## config.mk

```make
export PLATFORM = sky130hd
export DESIGN_NAME = sdrt_ram
export DESIGN_NICKNAME = d
export VERILOG_FILES = /design/src/rtl/sdrt_ram.sv
export SDC_FILE = /design/constraint.sdc
export NUM_CORES = 1
export LEC_CHECK = 0
export BUFFER_PORTS_ARGS = -buffer_cell sky130_fd_sc_hd__buf_2
export CAP_MARGIN = 20
export CORE_ASPECT_RATIO = 1.5
export CORE_MARGIN = 5
export CORE_UTILIZATION = 30
export CTS_BUF_LIST = sky130_fd_sc_hd__clkbuf_16
export DETAILED_ROUTE_END_ITERATION = 6
export SETUP_SLACK_MARGIN = 0.02
export SYNTH_ARGS = -nofsm -noshare
export SYNTH_HDL_FRONTEND = slang
export SYNTH_SLANG_ARGS = --single-unit
```

## constraint.sdc

```tcl
create_clock -name clk -period 2.4 [get_ports clk]
set_input_delay 0.12 -clock clk [delete_from_list [all_inputs] [get_ports clk]]
set_output_delay 0.12 -clock clk [all_outputs]
set_load 0.05 [all_outputs]
```

## src/rtl/sdrt_ram.sv

```systemverilog
// Generic simple dual-port RAM, one write and one registered read per cycle.
module sdrt_ram #(
  parameter int WIDTH = 8,
  parameter int DEPTH = 64
) (
  input  logic                     clk,
  input  logic                     we,
  input  logic [$clog2(DEPTH)-1:0] waddr,
  input  logic [WIDTH-1:0]         wdata,
  input  logic [$clog2(DEPTH)-1:0] raddr,
  output logic [WIDTH-1:0]         rdata
);

  logic [WIDTH-1:0] mem [DEPTH];

  always_ff @(posedge clk) begin
    if (we) begin
      mem[waddr] <= wdata;
    end
    rdata <= mem[raddr];
  end

endmodule
```

### After elaboration in Yosys (flattened, before gate mapping)

Memory sizes are Yosys's and may differ from the RTL's. A register that Yosys moved wholly into a read port is not among the register bits.
Cells that the tools add are included.

| word-level totals | value |
|---|---|
| bits in writable memories | 512 |
| bits of input ports | 22 |
| flip-flop bits (word level) | 0 |
| memories | 1 |
| output and inout port bits | 8 |

| operators by class | value |
|---|---|
| mux-type cells | 2 |

Memory list:

| name | depth | bits a word | read ports | clocked after memory_dff | wr ports | line | RTL |
|---|---|---|---|---|---|---|---|
| mem | 64 | 8 | 1 | 1 | 1 | 14 | `logic [WIDTH-1:0] mem [DEPTH];` |

Operator list:

| kind | number |
|---|---|
| $mux W1 | 2 |

### Longest topological paths before layout

Gate-level depths: netlist (run 1).

| depth | value |
|---|---|
| word-level depth | 2 |
| depth in mapped cells | 9 |
| depth with buffers taken out | 5 |

### Least setup slack after synthesis (run 1)

Ideal clock, no wire load.

| timing | value |
|---|---|
| kind | input port to flip-flop |
| start point | in raddr[1] |
| end point | reg rdata[3] (read register of mem) |
| data required time | 2272 ps |
| data arrival time | 1660 ps |
| stages on the path | 7 |
| slack | 612 ps |
| setup time | 128 ps |
| cell sequence | buf_4 > buf_2 > buf_2 > mux4_2 > mux4_2 > o21ai_1 > o41ai_1 |

RTL lines:

| what | line | RTL |
|---|---|---|
| from (decl) | 10 | `input logic [$clog2(DEPTH)-1:0] raddr,` |
| to (decl) | 11 | `output logic [WIDTH-1:0] rdata` |

==> results.txt, run 1 <==
----------------------------------------------------
[Yosys]
  FF+latch count, synth ... 520
  Dominant cell type by area after synthesis ... edfxtp_1
  Fraction of the mapped netlist area in compound gates ... 2.072%
  Adder-cell area share of the yosys netlist ... 0%
  Synthesized net count ... 962
  Sequential share of the synthesized area ... 77.03%
  Area share of the largest cell type after synthesis ... 76.24%
  Average size of a mapped cell ... 21.45 um2
  Post-synth EDFFs ... 512
  Synth top cells by count ... edfxtp_1 (512), mux4_2 (126), nor2_1 (83), mux2i_1 (23), nand2_1 (19)
  Multiplexer share of the synthesized area ... 15.94%
  Number of standard cells after synthesis ... 940
  Yosys cell types ... 40
  Most used standard cell by instance count after synthesis ... edfxtp_1
  Cell area after synthesis ... 20170 um2
  Synth area leaders ... edfxtp_1 (76%), mux4_2 (14%), nor2_1 (1.5%)
  Top flip-flop cell by instance count after synthesis ... edfxtp_1
  Synth Area in Simple Gates ... 3.388%
  Parity-gate share of the synthesized area counting xor and xnor cells ... 0%
  Main combinational cell family by area after synthesis ... multiplexers
  Share of flip-flops with an asynchronous set or reset ... 0%
  Total number of yosys warnings ... 0

[Power and ir drop]
  Internal Power ... 14430 uW
  Flop pwr share ... 55.1%
  Lkg Pwr ... 0.007463 uW
  Clock group share of total power ... 39.1%
  Switching Power ... 3886 uW
  Relative contribution of combinational cells to total power ... 5.8%
  Switching power share of the total ... 21.21%
  Maximum resistive drop on vdd ... 0.4167 mV
  Power per unit of standard cell area ... 777.2 nW/um2

[Hold path]
  Worst hold path class ... in2reg
  Hold path cells ... 1

[Setup path]
  Number of cell instances on the worst register-to-register path ... 5
  Required @ worst endpoint ... 2.83 ns
  Kind of end point of the critical path ... flip-flop
  First element of the critical path ... mem[24][4]
  Worst reg2reg endpoint ... rdata[4]
  Delay of the slowest cell on the worst path ... 0.46 ns
  Type of the setup path with the least slack ... reg2reg
  Cell type of the slowest stage on the worst timing path ... mux4_2
  Worst reg2reg setup slack ... 0.34 ns
  Launching element type of the critical path ... flip-flop
  Endpoint arrival time on the critical path ... 2.49 ns
  Worst setup endpoint ... rdata[4]
  CP Cell Sequence ... mux4_2 > mux2_2 > o221a_2 > nor3_1 > o32ai_1
  Biggest fanout along the worst timing path ... 1
  Start of the worst register-to-register path ... mem[24][4]

[Global route]
  Initial antenna violation count ... 2
  Maximum number of pins on one net before global-route repair ... 65
  First-pass GRT wire length ... 71730 um
  Vias in the first global route ... 10320
  Overflow left after global routing ... 0
  Total global-route track usage ... 13.21%

[Clock tree]
  Clock latency reported for the late side of the worst-skew pair ... 0.56 ns
  Clock root buffer master ... clkbuf_16
  Clock tree from TritonCTS ... done
  Clock-pin slew reported for the worst setup and hold paths after clock tree synthesis ... 0.07 ns
  Number of buffers created by CTS ... 45
  Post-CTS setup buffer count ... 0
  Clock Tree Buf Depth ... 3
  Quantity of hold-fixing buffers added after cts ... 1
  Number of sinks on the clock net ... 520
  H-tree depth reported by CTS ... 2
  Post-CTS Resized ... 0

[STA]
  Total negative slack for setup checks ... 0 ns
  Final setup skew ... 0.01537 ns
  Final Max Tran Viols ... 0
  Final hold violation count ... 0
  Worst Setup Slack, final ... 0.3420 ns
  Upper clock frequency limit ... 0.4859 GHz
  Final clock period utilization by the worst path ... 85.75%
  Worst Tran Pin Value ... 0.8342 ns
  Clock period minus worst slack ... 2.058 ns
  Number of endpoints failing setup at the final stage ... 0
  RSZ-0062 raised after global routing ... no
  Worst-case headroom to the max-slew limit ... 44.39%

[Place]
  Cell Area, Placed ... 22110 um2
  Number of input and output port buffers inserted ... 29
  Post-DP HPWL ... 33270 um
  Final RePlAce weighted congestion ... 0.8334
  Worst setup slack before clock tree synthesis ... 0.1350 ns

[Drt]
  Number of iterations in the first detailed-routing pass ... 5
  Total via count in the routed design ... 9661
  Remaining design rule violation count ... 0
  Aggregate routed wire length ... 48510 um
  WL per Instance ... 24.22 um
  Post-DRT Antenna Nets ... 0
  Post-detailed-route via-to-cell ratio ... 4.823
  DR iter-0 viols ... 796

[Floorplanning]
  Starting density of the core ... 30.21%
  Die Y-Extent ... 327.5 um
  Row cnt ... 116
  Standard cell core area ... 66760 um2
  Full die area ... 72620 um2
  Die outline width ... 221.7 um
  Top-level I/O count ... 30

[Layout]
  Fraction of final layout cells with drive strength greater than 1 ... 31.15%
  Number of fill cells in the layout ... 6220
  Cell area after layout ... 23570 um2
  Net total in the final layout ... 1103
  Relative area change from synthesis to final layout ... 16.87%

[Job]
  Number of maximum-capacitance constraint violations ... 0

[Run status]
  Result of the run ... finished, final reports clean

----------------------------------------------------
## final cells by class
class | instances | area (um2) | area share (%)
diodes | 1 | 2.502 | 0.01062
clock buffers | 47 | 1176 | 4.990
clock inverters | 36 | 274.0 | 1.163
multi-input cells | 369 | 4317 | 18.31
flip-flops and latches | 520 | 15530 | 65.91
well taps | 885 | 1107 | 4.698
repair buffers | 145 | 1157 | 4.911
## metal layers
metal / up-vias / GRT usage, % / wire length [um]
li1: 4199 / - / -
met1: 5139 / 14.45 / 17210
met2: 257 / 26.02 / 27850
met3: 66 / 1.631 / 1907
met4: 0 / 4.598 / 1551
met5: - / 0 / 0
## worst max-delay path: cells and delay by family, from the launching register on
kind	cells	cell delay [ns]
multiplexers	2	0.77
AND/OR/NAND/NOR	1	0.33
flip-flops	1	0.36
AO/OA/AOI/OAI	2	0.46
## power by group through the flow
stage / clock network, uW / logic (uW) / registers, uW
2_1_floorplan: 0 / 536 / 10300
3_3_place_gp: 0 / 1060 / 10300
3_5_place_dp: 0 / 1080 / 10300
4_1_cts: 7310 / 1080 / 10100
5_1_grt: 7680 / 1130 / 10100
6_report: 7170 / 1060 / 10100
## how the worst min path moves through the flow
stage,startpoint,to
6_report,wdata[4],mem[23][4]
5_1_grt,wdata[4],mem[39][4]
4_1_cts,wdata[4],mem[0][4]
3_5_place_dp,raddr[5],rdata[1]
3_3_place_gp,raddr[5],rdata[2]
2_1_floorplan,wdata[0],mem[0][0]
## sequential cells by signal (all words and copies together), names as in the netlist
signal,flops
mem,512
rdata,8
## cells in the final DEF, fill, tap and decap left out, drive strengths merged, types with 2 or more instances in the layout
master    count
edfxtp      512
buf         143
mux4        126
nor2         83
clkbuf       48
mux2i        23
nand2        19
clkinv       16
nor2b        14
mux2         13
nand3        13
inv          13
o221ai        8
o22ai         8
dfxtp         8
nand2b        7
nor3          7
a221oi        6
a211oi        4
bufinv        4
o21ai         4
nand3b        3
a21oi         3
a22oi         3
o2111ai       3
o2bb2ai       3
clkinvlp      3
o221a         2
nor4          2
o32ai         2
o21a          2
o41ai         2
nand4         2
a2111oi       2
## through the flow
step / utilization [%] / std cells / hold slack [ns] / power, uW
2_1_floorplan: - / 940 / 0.2189 / 10860
3_5_place_dp: 33.11 / 1918 / 0.5422 / 11360
4_1_cts: 35.30 / 2002 / 0.07578 / 18480
6_report: 35.30 / 2003 / 0.09049 / 18320
3_3_place_gp: 33.11 / 1918 / 0.5382 / 11350
5_1_grt: 35.30 / 2002 / 0.09300 / 18890
## cell families (layout without fill, tap and decap cells)
logic type | after synthesis | after routing
flops | 520 | 520
simple gates | 153 | 153
mux | 162 | 162
other cells | 0 | 1
buf+inv | 51 | 228
compound gates | 54 | 54
Power figures use the tool's default switching activity.
==> run 2, diff against run 1 <==
--- a/config.mk
+++ b/config.mk
@@ -9,7 +9,7 @@
 export CAP_MARGIN = 20
 export CORE_ASPECT_RATIO = 1.5
 export CORE_MARGIN = 5
-export CORE_UTILIZATION = 30
+export CORE_UTILIZATION = 33
 export CTS_BUF_LIST = sky130_fd_sc_hd__clkbuf_16
 export DETAILED_ROUTE_END_ITERATION = 6
 export SETUP_SLACK_MARGIN = 0.02
==> results.txt, run 2 (synthesis gave the netlist of run 1 again) <==
----------------------------------------------------
[Drt]
  DR iter-0 viols ... 883
  Total via count in the routed design ... 9716
  Remaining design rule violation count ... 0
  Number of iterations in the first detailed-routing pass ... 5
  WL per Instance ... 24.51 um
  Post-detailed-route via-to-cell ratio ... 5.090
  Post-DRT Antenna Nets ... 0
  Aggregate routed wire length ... 46790 um

[Run status]
  Result of the run ... finished, final reports clean

[Global route]
  Maximum number of pins on one net before global-route repair ... 65
  Initial antenna violation count ... 1
  Vias in the first global route ... 10289
  Overflow left after global routing ... 0
  Total global-route track usage ... 14.15%
  First-pass GRT wire length ... 69150 um

[Layout]
  Relative area change from synthesis to final layout ... 16.19%
  Fraction of final layout cells with drive strength greater than 1 ... 31.31%
  Most common cell after layout, fill and taps aside ... edfxtp_1
  Most flop-heavy register ... mem
  Cell area after layout ... 23430 um2
  Number of fill cells in the layout ... 5544
  Multi-input combinational cell area ... 4315 um2
  Sequential cell area ... 15530 um2
  Number of diodes added for antenna fixing ... 0
  Max reg flops ... 512
  Largest registers in the final layout ... mem: 512 flops, rdata: 8 flops
  Net total in the final layout ... 1105
  Commonest cells after routing, fill and taps aside ... edfxtp_1 (512), mux4_2 (126), buf_4 (109)

[Clock tree]
  Post-CTS Resized ... 0
  Clock-pin slew reported for the worst setup and hold paths after clock tree synthesis ... 0.07 ns
  Quantity of hold-fixing buffers added after cts ... 1
  Clock root buffer master ... clkbuf_16
  Clock tree from TritonCTS ... done
  Clock Tree Buf Depth ... 3
  Number of sinks on the clock net ... 520
  Post-CTS setup buffer count ... 0
  H-tree depth reported by CTS ... 2
  Clock latency reported for the late side of the worst-skew pair ... 0.55 ns
  Number of buffers created by CTS ... 45

[Setup path]
  Start of the worst register-to-register path ... mem[21][6]
  Required @ worst endpoint ... 2.82 ns
  Biggest fanout along the worst timing path ... 1
  Launching element type of the critical path ... flip-flop
  Kind of end point of the critical path ... flip-flop
  Endpoint arrival time on the critical path ... 2.46 ns
  First element of the critical path ... mem[21][6]
  Type of the setup path with the least slack ... reg2reg

[Place]
  Cell Area, Placed ... 22000 um2
  Final RePlAce weighted congestion ... 0.8016
  Number of input and output port buffers inserted ... 29
  Post-DP HPWL ... 31070 um

[Power and ir drop]
  Switching power share of the total ... 20.99%
  Flop pwr share ... 55.6%
  Switching Power ... 3805 uW
  Power per unit of standard cell area ... 773.5 nW/um2
  Internal Power ... 14320 uW
  Clock group share of total power ... 38.6%
  Relative contribution of combinational cells to total power ... 5.8%
  Maximum resistive drop on vdd ... 0.6244 mV
  Lkg Pwr ... 0.007444 uW

[Floorplanning]
  Row cnt ... 111
  Top-level I/O count ... 30
  Die Y-Extent ... 312.8 um
  Die outline width ... 211.8 um
  Standard cell core area ... 60830 um2
  Full die area ... 66260 um2
  Starting density of the core ... 33.15%

[STA]
  Worst Tran Pin Value ... 0.7634 ns
  Clock period minus worst slack ... 2.040 ns
  Number of endpoints failing setup at the final stage ... 0
  Final Max Tran Viols ... 0
  Final clock period utilization by the worst path ... 84.99%
  Total negative slack for setup checks ... 0 ns
  Final setup skew ... 0.01179 ns
  RSZ-0062 raised after global routing ... no
  Final hold violation count ... 0
  Upper clock frequency limit ... 0.4902 GHz
  Worst-case headroom to the max-slew limit ... 49.10%

[Hold path]
  Worst hold path class ... in2reg
  Beginning of the worst hold path ... wdata[0]

[Job]
  Number of maximum-capacitance constraint violations ... 0

----------------------------------------------------
run 2: changes by cell type in the layout (fill, tap and decap cells not counted), sizes merged:
cell and change:
buf +2, bufinv -1, clkinv +2, clkinvlp +1, diode -1, inv -3
run 2: critical path, stage by stage, from the launching register on:
cell	delay, ns
edfxtp_1	0.37
mux4_2	0.48
mux2_2	0.31
o221a_2	0.30
nor3_1	0.32
o32ai_1	0.14
run 2: metrics by stage:
stage / setup slack (ns) / std cells / power [uW] / utilization [%] / hold WS (ns)
finish: 0.3602 / 1909 / 18130 / 38.52 / 0.06616
global placement: 0.05740 / 1826 / 11330 / 36.17 / 0.5797
CTS: 0.3668 / 1909 / 18330 / 38.52 / 0.05001
floorplan: 0.6123 / 940 / 10860 / - / 0.2189
global route: 0.3303 / 1909 / 18760 / 38.52 / 0.07187
detailed placement: 0.08796 / 1826 / 11350 / 36.17 / 0.5801
run 2: metal layers:
metal	vias to the layer above	GRT usage [%]	share of wire, %
li1	4202	-	-
met1	5165	17.19	38
met3	78	2.283	4.9
met5	-	0	0.028
met4	2	4.878	3.4
met2	269	25.46	54
run 2: worst paths after layout:
path,cells after the start,to,slack (ns)
max,5,rdata[6],0.36
min,1,mem[44][0],0.07
max reg2reg,5,rdata[6],0.36
min reg2reg,4,rdata[7],0.85
run 2: layout make-up:
class	count	share of cell area (%)
flip-flops and latches	520	66.30
multi-input cells	369	18.42
clock buffers	47	5.019
repair buffers	147	5.003
well taps	791	4.224
clock inverters	35	1.041
run 2: power by group through the flow:
| stage | registers [uW] | logic (uW) | clock network [uW] |
|---|---|---|---|
| after floorplan | 10300 | 536 | 0 |
| after global placement | 10300 | 1060 | 0 |
| after detailed placement | 10300 | 1070 | 0 |
| after CTS | 10100 | 1070 | 7170 |
| after global routing | 10100 | 1120 | 7560 |
| final | 10100 | 1050 | 6990 |
